**config.mk**
```make
export PLATFORM = sky130hd
export DESIGN_NAME = software_timer_table
export DESIGN_NICKNAME = d
export VERILOG_FILES = /design/src/sv/stt_pkg.sv /design/src/sv/stt_front.sv /design/src/sv/stt_engine.sv /design/src/sv/software_timer_table.sv
export SDC_FILE = /design/constraint.sdc
export NUM_CORES = 1
export LEC_CHECK = 0
export BUFFER_PORTS_ARGS = -buffer_cell sky130_fd_sc_hd__buf_2
export CAP_MARGIN = 20
export CORE_ASPECT_RATIO = 0.5
export CORE_MARGIN = 1.5
export CORE_UTILIZATION = 30
export DETAILED_ROUTE_END_ITERATION = 12
export GPL_TIMING_DRIVEN = 1
export PLACE_DENSITY = 0.56
export SYNTH_ARGS = -nofsm -noshare
export SYNTH_HDL_FRONTEND = slang
export SYNTH_SLANG_ARGS = --single-unit
```
**constraint.sdc**
```tcl
create_clock -name clk -period 7.4 [get_ports clk]
set_input_delay 1.11 -clock clk [delete_from_list [all_inputs] [get_ports clk]]
set_output_delay 1.11 -clock clk [all_outputs]
set_load 0.01 [all_outputs]
```
**src/sv/stt_pkg.sv**
```systemverilog
package stt_pkg;

	typedef enum logic [1:0] {
		OP_START    = 2'd0,
		OP_STOP     = 2'd1,
		OP_OVERFLOW = 2'd2,
		OP_DISPATCH = 2'd3
	} op_t;

	typedef enum logic [1:0] {
		ST_IDLE,
		ST_STOP_SCAN,
		ST_DISP_SCAN,
		ST_MOVE
	} state_t;

	typedef struct packed {
		logic [1:0]  operation;
		logic [7:0]  ident;
		logic [15:0] period;
		logic        one_shot;
	} req_t;

	typedef struct packed {
		logic       fired;
		logic [7:0] fired_id;
		logic       status;
		logic       last;
	} rsp_t;

	typedef struct packed {
		op_t         op;
		logic [7:0]  ident;
		logic [15:0] period;
		logic        one_shot;
	} item_t;

	localparam logic        STATUS_OK   = 1'b0;
	localparam logic        STATUS_FULL = 1'b1;
	localparam logic [15:0] RES_RESET   = 16'd1;

endpackage

```
**src/sv/stt_front.sv**
```systemverilog
module stt_front (
	input  logic          clk,
	input  logic          arst_n,
	input  logic          req_valid,
	output logic          req_ready,
	input  stt_pkg::req_t req,
	output logic          item_valid,
	output stt_pkg::item_t item,
	input  logic          item_pop
);

	stt_pkg::item_t slot_q [2];
	logic           wr_ptr_q;
	logic           rd_ptr_q;
	logic [1:0]     cnt_q;
	logic           push;
	stt_pkg::item_t cls;

	always_comb begin
		cls.op       = stt_pkg::op_t'(req.operation);
		cls.ident    = req.ident;
		cls.period   = req.period;
		cls.one_shot = req.one_shot;
	end

	assign req_ready  = (cnt_q != 2'd2);
	assign push       = req_valid && req_ready;
	assign item_valid = (cnt_q != 2'd0);
	assign item       = slot_q[rd_ptr_q];

	always_ff @(posedge clk) begin
		if (push) begin
			slot_q[wr_ptr_q] <= cls;
		end
	end

	always_ff @(posedge clk or negedge arst_n) begin
		if (!arst_n) begin
			wr_ptr_q <= 1'b0;
			rd_ptr_q <= 1'b0;
			cnt_q    <= 2'd0;
		end else begin
			if (push) begin
				wr_ptr_q <= ~wr_ptr_q;
			end
			if (item_pop) begin
				rd_ptr_q <= ~rd_ptr_q;
			end
			if (push && !item_pop) begin
				cnt_q <= cnt_q + 2'd1;
			end else if (!push && item_pop) begin
				cnt_q <= cnt_q - 2'd1;
			end
		end
	end

endmodule

```
**src/sv/stt_engine.sv**
```systemverilog
module stt_engine #(
	parameter int TABLE_DEPTH = 8
) (
	input  logic           clk,
	input  logic           arst_n,
	input  logic           cfg_we,
	input  logic [15:0]    cfg_wdata,
	input  logic           item_valid,
	input  stt_pkg::item_t item,
	output logic           item_pop,
	output logic           rsp_valid,
	input  logic           rsp_ready,
	output stt_pkg::rsp_t  rsp
);

	localparam int IW = (TABLE_DEPTH > 1) ? $clog2(TABLE_DEPTH) : 1;
	localparam int CW = $clog2(TABLE_DEPTH + 1);

	logic [7:0]  ident_q  [TABLE_DEPTH];
	logic [15:0] period_q [TABLE_DEPTH];
	logic        single_q [TABLE_DEPTH];
	logic [15:0] ticks_q  [TABLE_DEPTH];

	stt_pkg::state_t state_q, state_d;
	logic [CW-1:0]   live_q;
	logic [CW-1:0]   scan_idx_q;
	logic [15:0]     ovf_q;
	logic            pending_q;
	logic [15:0]     res_q;
	logic [7:0]      key_q;
	logic            ret_disp_q;
	logic            held_valid_q;
	logic [7:0]      held_id_q;
	logic            out_valid_q;
	stt_pkg::rsp_t   out_q;

	logic [CW-1:0] tail;
	logic [IW-1:0] rd_addr;
	logic [7:0]    cur_id;
	logic [15:0]   cur_per;
	logic          cur_single;
	logic [15:0]   cur_ticks;
	logic          idx_in;
	logic          in_window;
	logic          match;
	logic          out_free;
	logic          full;
	logic [15:0]   ovf_next;
	logic          tick;

	logic          emit;
	stt_pkg::rsp_t emit_val;
	logic          do_start;
	logic          do_ovf;
	logic          fire;
	logic          finish;
	logic          move;

	assign tail       = live_q - CW'(1);
	assign rd_addr    = (state_q == stt_pkg::ST_MOVE) ? tail[IW-1:0] : scan_idx_q[IW-1:0];
	assign cur_id     = ident_q[rd_addr];
	assign cur_per    = period_q[rd_addr];
	assign cur_single = single_q[rd_addr];
	assign cur_ticks  = ticks_q[rd_addr];
	assign idx_in     = (scan_idx_q < live_q);
	assign in_window  = (cur_ticks >= cur_per) && ({1'b0, cur_ticks} <= {cur_per, 1'b0});
	assign match      = (cur_id == key_q);
	assign out_free   = !out_valid_q || rsp_ready;
	assign full       = (live_q == CW'(TABLE_DEPTH));
	assign ovf_next   = ovf_q + 16'd1;
	assign tick       = do_ovf && (ovf_next == res_q);

	always_comb begin
		state_d = state_q;
		case (state_q)
			stt_pkg::ST_IDLE: begin
				if (item_valid) begin
					if (item.op == stt_pkg::OP_STOP) begin
						state_d = stt_pkg::ST_STOP_SCAN;
					end else if (item.op == stt_pkg::OP_DISPATCH && pending_q) begin
						state_d = stt_pkg::ST_DISP_SCAN;
					end
				end
			end
			stt_pkg::ST_STOP_SCAN: begin
				if (!idx_in) begin
					state_d = stt_pkg::ST_IDLE;
				end else if (match) begin
					state_d = stt_pkg::ST_MOVE;
				end
			end
			stt_pkg::ST_DISP_SCAN: begin
				if (finish) begin
					state_d = stt_pkg::ST_IDLE;
				end else if (fire && cur_single) begin
					state_d = stt_pkg::ST_MOVE;
				end
			end
			stt_pkg::ST_MOVE: begin
				state_d = ret_disp_q ? stt_pkg::ST_DISP_SCAN : stt_pkg::ST_IDLE;
			end
			default: begin
				state_d = stt_pkg::ST_IDLE;
			end
		endcase
	end

	always_comb begin
		item_pop = 1'b0;
		emit     = 1'b0;
		emit_val = '0;
		do_start = 1'b0;
		do_ovf   = 1'b0;
		fire     = 1'b0;
		finish   = 1'b0;
		move     = 1'b0;
		case (state_q)
			stt_pkg::ST_IDLE: begin
				if (item_valid) begin
					case (item.op)
						stt_pkg::OP_START: begin
							if (out_free) begin
								item_pop        = 1'b1;
								emit            = 1'b1;
								emit_val.status = full ? stt_pkg::STATUS_FULL
								                       : stt_pkg::STATUS_OK;
								emit_val.last   = 1'b1;
								do_start        = !full;
							end
						end
						stt_pkg::OP_OVERFLOW: begin
							item_pop = 1'b1;
							do_ovf   = 1'b1;
						end
						default: begin
							item_pop = 1'b1;
						end
					endcase
				end
			end
			stt_pkg::ST_DISP_SCAN: begin
				emit_val.fired    = 1'b1;
				emit_val.fired_id = held_id_q;
				emit_val.status   = stt_pkg::STATUS_OK;
				if (!idx_in) begin
					emit_val.last = 1'b1;
					if (!held_valid_q || out_free) begin
						finish = 1'b1;
						emit   = held_valid_q;
					end
				end else if (in_window) begin
					if (!held_valid_q || out_free) begin
						fire = 1'b1;
						emit = held_valid_q;
					end
				end
			end
			stt_pkg::ST_MOVE: begin
				move = 1'b1;
			end
			default: begin
			end
		endcase
	end

	always_ff @(posedge clk) begin
		if (do_start) begin
			ident_q[live_q[IW-1:0]]  <= item.ident;
			period_q[live_q[IW-1:0]] <= item.period;
			single_q[live_q[IW-1:0]] <= item.one_shot;
			ticks_q[live_q[IW-1:0]]  <= 16'd0;
		end
		if (tick) begin
			for (int i = 0; i < TABLE_DEPTH; i++) begin
				if (CW'(i) < live_q) begin
					ticks_q[i] <= ticks_q[i] + 16'd1;
				end
			end
		end
		if (fire) begin
			ticks_q[scan_idx_q[IW-1:0]] <= 16'd0;
		end
		if (move) begin
			ident_q[scan_idx_q[IW-1:0]]  <= cur_id;
			period_q[scan_idx_q[IW-1:0]] <= cur_per;
			single_q[scan_idx_q[IW-1:0]] <= cur_single;
			ticks_q[scan_idx_q[IW-1:0]]  <= cur_ticks;
		end
		if (item_pop) begin
			key_q <= item.ident;
		end
		if (fire) begin
			held_id_q <= cur_id;
		end
		if (emit) begin
			out_q <= emit_val;
		end
	end

	always_ff @(posedge clk or negedge arst_n) begin
		if (!arst_n) begin
			state_q      <= stt_pkg::ST_IDLE;
			live_q       <= '0;
			scan_idx_q   <= '0;
			ovf_q        <= 16'd0;
			pending_q    <= 1'b0;
			res_q        <= stt_pkg::RES_RESET;
			ret_disp_q   <= 1'b0;
			held_valid_q <= 1'b0;
			out_valid_q  <= 1'b0;
		end else begin
			state_q <= state_d;
			if (cfg_we) begin
				res_q <= cfg_wdata;
			end
			if (item_pop) begin
				scan_idx_q   <= '0;
				held_valid_q <= 1'b0;
				ret_disp_q   <= (item.op == stt_pkg::OP_DISPATCH);
			end
			if (do_start) begin
				live_q <= live_q + CW'(1);
			end
			if (do_ovf) begin
				ovf_q <= tick ? 16'd0 : ovf_next;
			end
			if (tick) begin
				pending_q <= 1'b1;
			end
			if (state_q == stt_pkg::ST_STOP_SCAN && idx_in && !match) begin
				scan_idx_q <= scan_idx_q + CW'(1);
			end
			if (state_q == stt_pkg::ST_DISP_SCAN && idx_in && !in_window) begin
				scan_idx_q <= scan_idx_q + CW'(1);
			end
			if (fire) begin
				held_valid_q <= 1'b1;
				if (!cur_single) begin
					scan_idx_q <= scan_idx_q + CW'(1);
				end
			end
			if (finish) begin
				pending_q    <= 1'b0;
				held_valid_q <= 1'b0;
			end
			if (move) begin
				live_q <= tail;
			end
			if (emit) begin
				out_valid_q <= 1'b1;
			end else if (rsp_ready) begin
				out_valid_q <= 1'b0;
			end
		end
	end

	assign rsp_valid = out_valid_q;
	assign rsp       = out_q;

endmodule

```
**src/sv/software_timer_table.sv**
```systemverilog
// A start result is registered for the output when the engine pops the start
// from the queue and the output is free; dispatch results follow the table scan,
// one entry per cycle while the output takes results, with a move step for each
// one-shot removal. Stop scans the table and moves the tail into the found entry;
// a 2-entry queue takes transactions meanwhile. Reset empties the table and queue,
// clears the overflow count and pending mark, and sets resolution to 1.
module software_timer_table #(
	parameter int TABLE_DEPTH = 8
) (
	input  logic          clk,
	input  logic          arst_n,
	input  logic          cfg_we,
	input  logic [15:0]   cfg_wdata,
	input  logic          req_valid,
	output logic          req_ready,
	input  stt_pkg::req_t req,
	output logic          rsp_valid,
	input  logic          rsp_ready,
	output stt_pkg::rsp_t rsp
);

	logic           item_valid;
	logic           item_pop;
	stt_pkg::item_t item;

	stt_front u_front (
		.clk        (clk),
		.arst_n     (arst_n),
		.req_valid  (req_valid),
		.req_ready  (req_ready),
		.req        (req),
		.item_valid (item_valid),
		.item       (item),
		.item_pop   (item_pop)
	);

	stt_engine #(
		.TABLE_DEPTH (TABLE_DEPTH)
	) u_engine (
		.clk        (clk),
		.arst_n     (arst_n),
		.cfg_we     (cfg_we),
		.cfg_wdata  (cfg_wdata),
		.item_valid (item_valid),
		.item       (item),
		.item_pop   (item_pop),
		.rsp_valid  (rsp_valid),
		.rsp_ready  (rsp_ready),
		.rsp        (rsp)
	);

endmodule

```
==> summary.txt <==
Synth
  • Ys flop type: edfxtp_1
  • Ys async rst share: 0.109
  • Post-synthesis sequential area ratio: 0.586
  • Synth Area in Compound Gates: 0.106
  • Multiplexer area fraction after synthesis: 0.0320
  • Post-synthesis simple-gate area fraction: 0.169
  • Synthesized cell area: 23100 um2
  • Cells after synthesis: 2086
  • EDFF count, synth: 409
  • Syn_nets: 2182
  • Synth Area in XOR/XNOR: 0.0542
  • Distinct cells, synth: 85
  • Main combinational cell family by area after synthesis: simple AND/OR/NAND/NOR gates
  • Total number of yosys warnings: 0
  • Register bit count reported by yosys: 459
  • Syn_area_per_cell: 11.1 um2
  • Synth Area in Adders: 0.0260

STA
  • Final Hold Vio Count: 0
  • RSZ-0062 raised after global routing: no
  • Clock skew: 48.1 ps
  • Period utilisation layout: 0.853
  • Setup Viol. Count Final: 0
  • Min cycle time layout: 6310 ps
  • Slew Viols, Final: 0
  • Max Clock Freq: 158 MHz
  • TNS Setup: 0 ps
  • Worst slew margin: 0.361
  • Slew @ Worst Pin: 958 ps

Floorplan
  • Die width: 396 um
  • IO Pins: 61
  • # rows: 71
  • Die Height: 199 um
  • Starting Density: 0.305
  • Die area: 78800 um2
  • Placeable Area: 75700 um2

Routing
  • Via count: 16600
  • Met2 routed WL: 28600 um
  • Final WL: 63600 um
  • 1st-pass router iterations: 5
  • WL met3: 3830 um
  • Initial DRC Count: 1611
  • Met1 WL: 29000 um
  • DR DRC count: 0
  • Final ANT Viol Nets: 0
  • WL/cell: 19.9 um
  • Vias per inst: 5.19
  • Top routing layer in use: met4

Clocking
  • H-tree Lvls: 2
  • Clk Latency, worst-skew pair: 630 ps
  • Buffers inserted by post-CTS timing repair: 0
  • Hold buffer count at CTS: 0
  • Cts repair resizes: 0
  • CTS buffer count: 47
  • CTS tree: yes
  • Clk pin slew, worst setup/hold paths: 60 ps
  • Clock root buffer: clkbuf_16
  • Clk sinks: 459
  • CTS max path bufs: 3

Global route
  • Vias in the first global route: 15900
  • First-pass GRT wire length: 97500 um
  • Total GRT Usage: 0.160
  • Largest net degree at the start of global routing: 66
  • GRT overflow: 0
  • Initial antenna violation count: 0

Pwr
  • Pwr Density: 384 nW/um2
  • Worst vdd ir: 0.194 mV
  • LEAKAGE: 9.29 nW
  • Total chip power: 0.0100 W

Worst setup path
  • CP peak stage delay: 750 ps
  • Worst-path maximum fanout: 53
  • Worst Setup Start Kind: flip-flop
  • Worst Path Required: 7490 ps
  • Slowest library cell on the worst path: nor2_4
  • Worst Path Buf+Inv: 3
  • Crit. End Element: flip-flop
  • Crit path max-delay family: simple AND/OR/NAND/NOR gates
  • CP Cell Sequence: inv_1 -> ha_1 -> and3b_1 -> nor2_4 -> buf_12 -> nand2_1 -> nand3_1 -> nand2_1 -> o21ai_0 -> ha_1 -> nand3_1 -> nor2_1 -> o21ai_0 -> o21ai_0 -> nand3_1 -> o21ai_0 -> o21ai_1 -> buf_4 -> nand3_1 -> nand3_1
  • Crit Path Class: flip-flop to flip-flop
  • Arrival time of the worst setup path: 6410 ps
  • Most used cell, CP: nand3_1

Layout
  • Fill cells: 7589
  • Non-Filler Instances: 3192
  • # nets final: 2231
  • Share of layout cells above drive strength 1: 0.112
  • # diodes: 0
  • Area Growth Syn to Fin: 13.2%
  • Design Area, Final: 26200 um2

Placed design
  • HPWL after DPL: 42400 um
  • IO buf count: 60
  • Placed Area: 24700 um2
  • Placed Cells: 3107
  • GP Congestion: 0.909

Flow run
  • Max Cap Viol: 0

Status
  • Outcome: finished clean

Min path
  • Worst min path class: flip-flop to flip-flop
layer usage:
layer  vias to the layer above  global-route usage
met2                       507               0.255
met5                         -                   0
met1                      8188               0.220
li1                       7759                   -
met3                       123              0.0252
met4                         0              0.0610
state kept, by name (all words and copies together) (netlist names), 8 cells and up:
signal	count
u_engine.ticks_q	128
u_front.slot_q	54
u_engine.res_q	16
u_engine.single_q	8
u_engine.key_q	8
u_engine.held_id_q	8
u_engine.ident_q	64
u_engine.ovf_q	16
u_engine.rsp	11
u_engine.period_q	128
layout by cell type (no fill, tap or decap), types with 11 or more instances in the layout:
cell,instances
buf_4,39
a211oi_1,25
inv_1,36
a21oi_1,36
xnor2_1,69
nor2b_1,24
nand4_1,20
mux2i_1,33
nand3_1,200
a311oi_1,15
nor3_1,11
dfrtp_1,48
a21o_1,12
nand2_1,383
clkbuf_1,13
mux2_2,28
buf_2,60
xor2_1,74
edfxtp_1,409
ha_1,48
a31oi_1,19
nor2_1,71
nand2b_1,18
and3_1,60
o211ai_1,11
o21ai_0,121
o21ai_1,71
clkbuf_16,47
path summary, 6_finish.rpt:
| check | from | to | slack [ps] | cells past startpoint |
|---|---|---|---|---|
| worst max-delay path | u_engine.live_q[0]$_DFFE_PN0P_ | u_engine.ticks_q[3][15]$_DFFE_PP_ | 1090 | 20 |
| worst min-delay path | u_engine.ret_disp_q$_DFFE_PN0P_ | u_engine.ret_disp_q$_DFFE_PN0P_ | 480 | 1 |
| worst max register to register | u_engine.live_q[0]$_DFFE_PN0P_ | u_engine.ticks_q[3][15]$_DFFE_PP_ | 1090 | 20 |
| worst min register to register | u_engine.ret_disp_q$_DFFE_PN0P_ | u_engine.ret_disp_q$_DFFE_PN0P_ | 480 | 1 |
| max in group asynchronous | arst_n | u_front.rd_ptr_q$_DFFE_PN0P_ | 6270 | 2 |
| min in group asynchronous | arst_n | u_engine.ovf_q[9]$_DFFE_PN0P_ | 620 | 2 |
metrics by stage:
| stage | setup slack, ps | utilization | hold WS (ps) |
|---|---|---|---|
| finish | 1090 | 0.346 | 482 |
| global route | 463 | 0.346 | 520 |
| CTS | 1030 | 0.345 | 490 |
| detailed placement | 1020 | 0.327 | 476 |
| global placement | 1200 | 0.326 | 475 |
| floorplan | 2230 | - | 450 |
cells in the mapped netlist, types with 28 or more instances:
cell type  instances  share of area
edfxtp_1         409           0.53
nand2_1          384          0.062
nand3_1          200          0.043
o21ai_0          124          0.027
xor2_1            74          0.028
nor2_1            72          0.012
o21ai_1           71          0.015
xnor2_1           69          0.026
and3_1            60          0.016
clkbuf_1          51         0.0083
dfrtp_1           49          0.053
ha_1              48          0.026
a21oi_1           41         0.0089
inv_1             36         0.0058
mux2i_1           33          0.014
mux2_2            28          0.014
power breakdown:
group	leakage, nW	internal (W)	total (W)	switching [W]
registers	4.41	0.00348	0.00375	0.000272
logic	4.20	0.00134	0.00404	0.00271
clock network	0.679	0.00119	0.00225	0.00106
total	9.29	0.00601	0.0100	0.00404
cells by family after synthesis:
kind of cell / Yosys count
DFF: 459
buffers and inverters: 141
AOI/OAI and AO/OA: 391
xor gates and xnor gates: 143
and+or+nand+nor: 839
adders and majority gates: 48
muxes: 65
final cells by class:
type                    instances  area, um2  share of cell area
repair buffers                105        728              0.0278
inverters                      36        135             0.00516
multi-input cells            1486       9080               0.347
flip-flops and latches        459      13500               0.517
clock buffers                  61       1240              0.0473
well taps                    1022       1280              0.0489
clock inverters                23        169             0.00646
(Power assumes the default switching activity.)
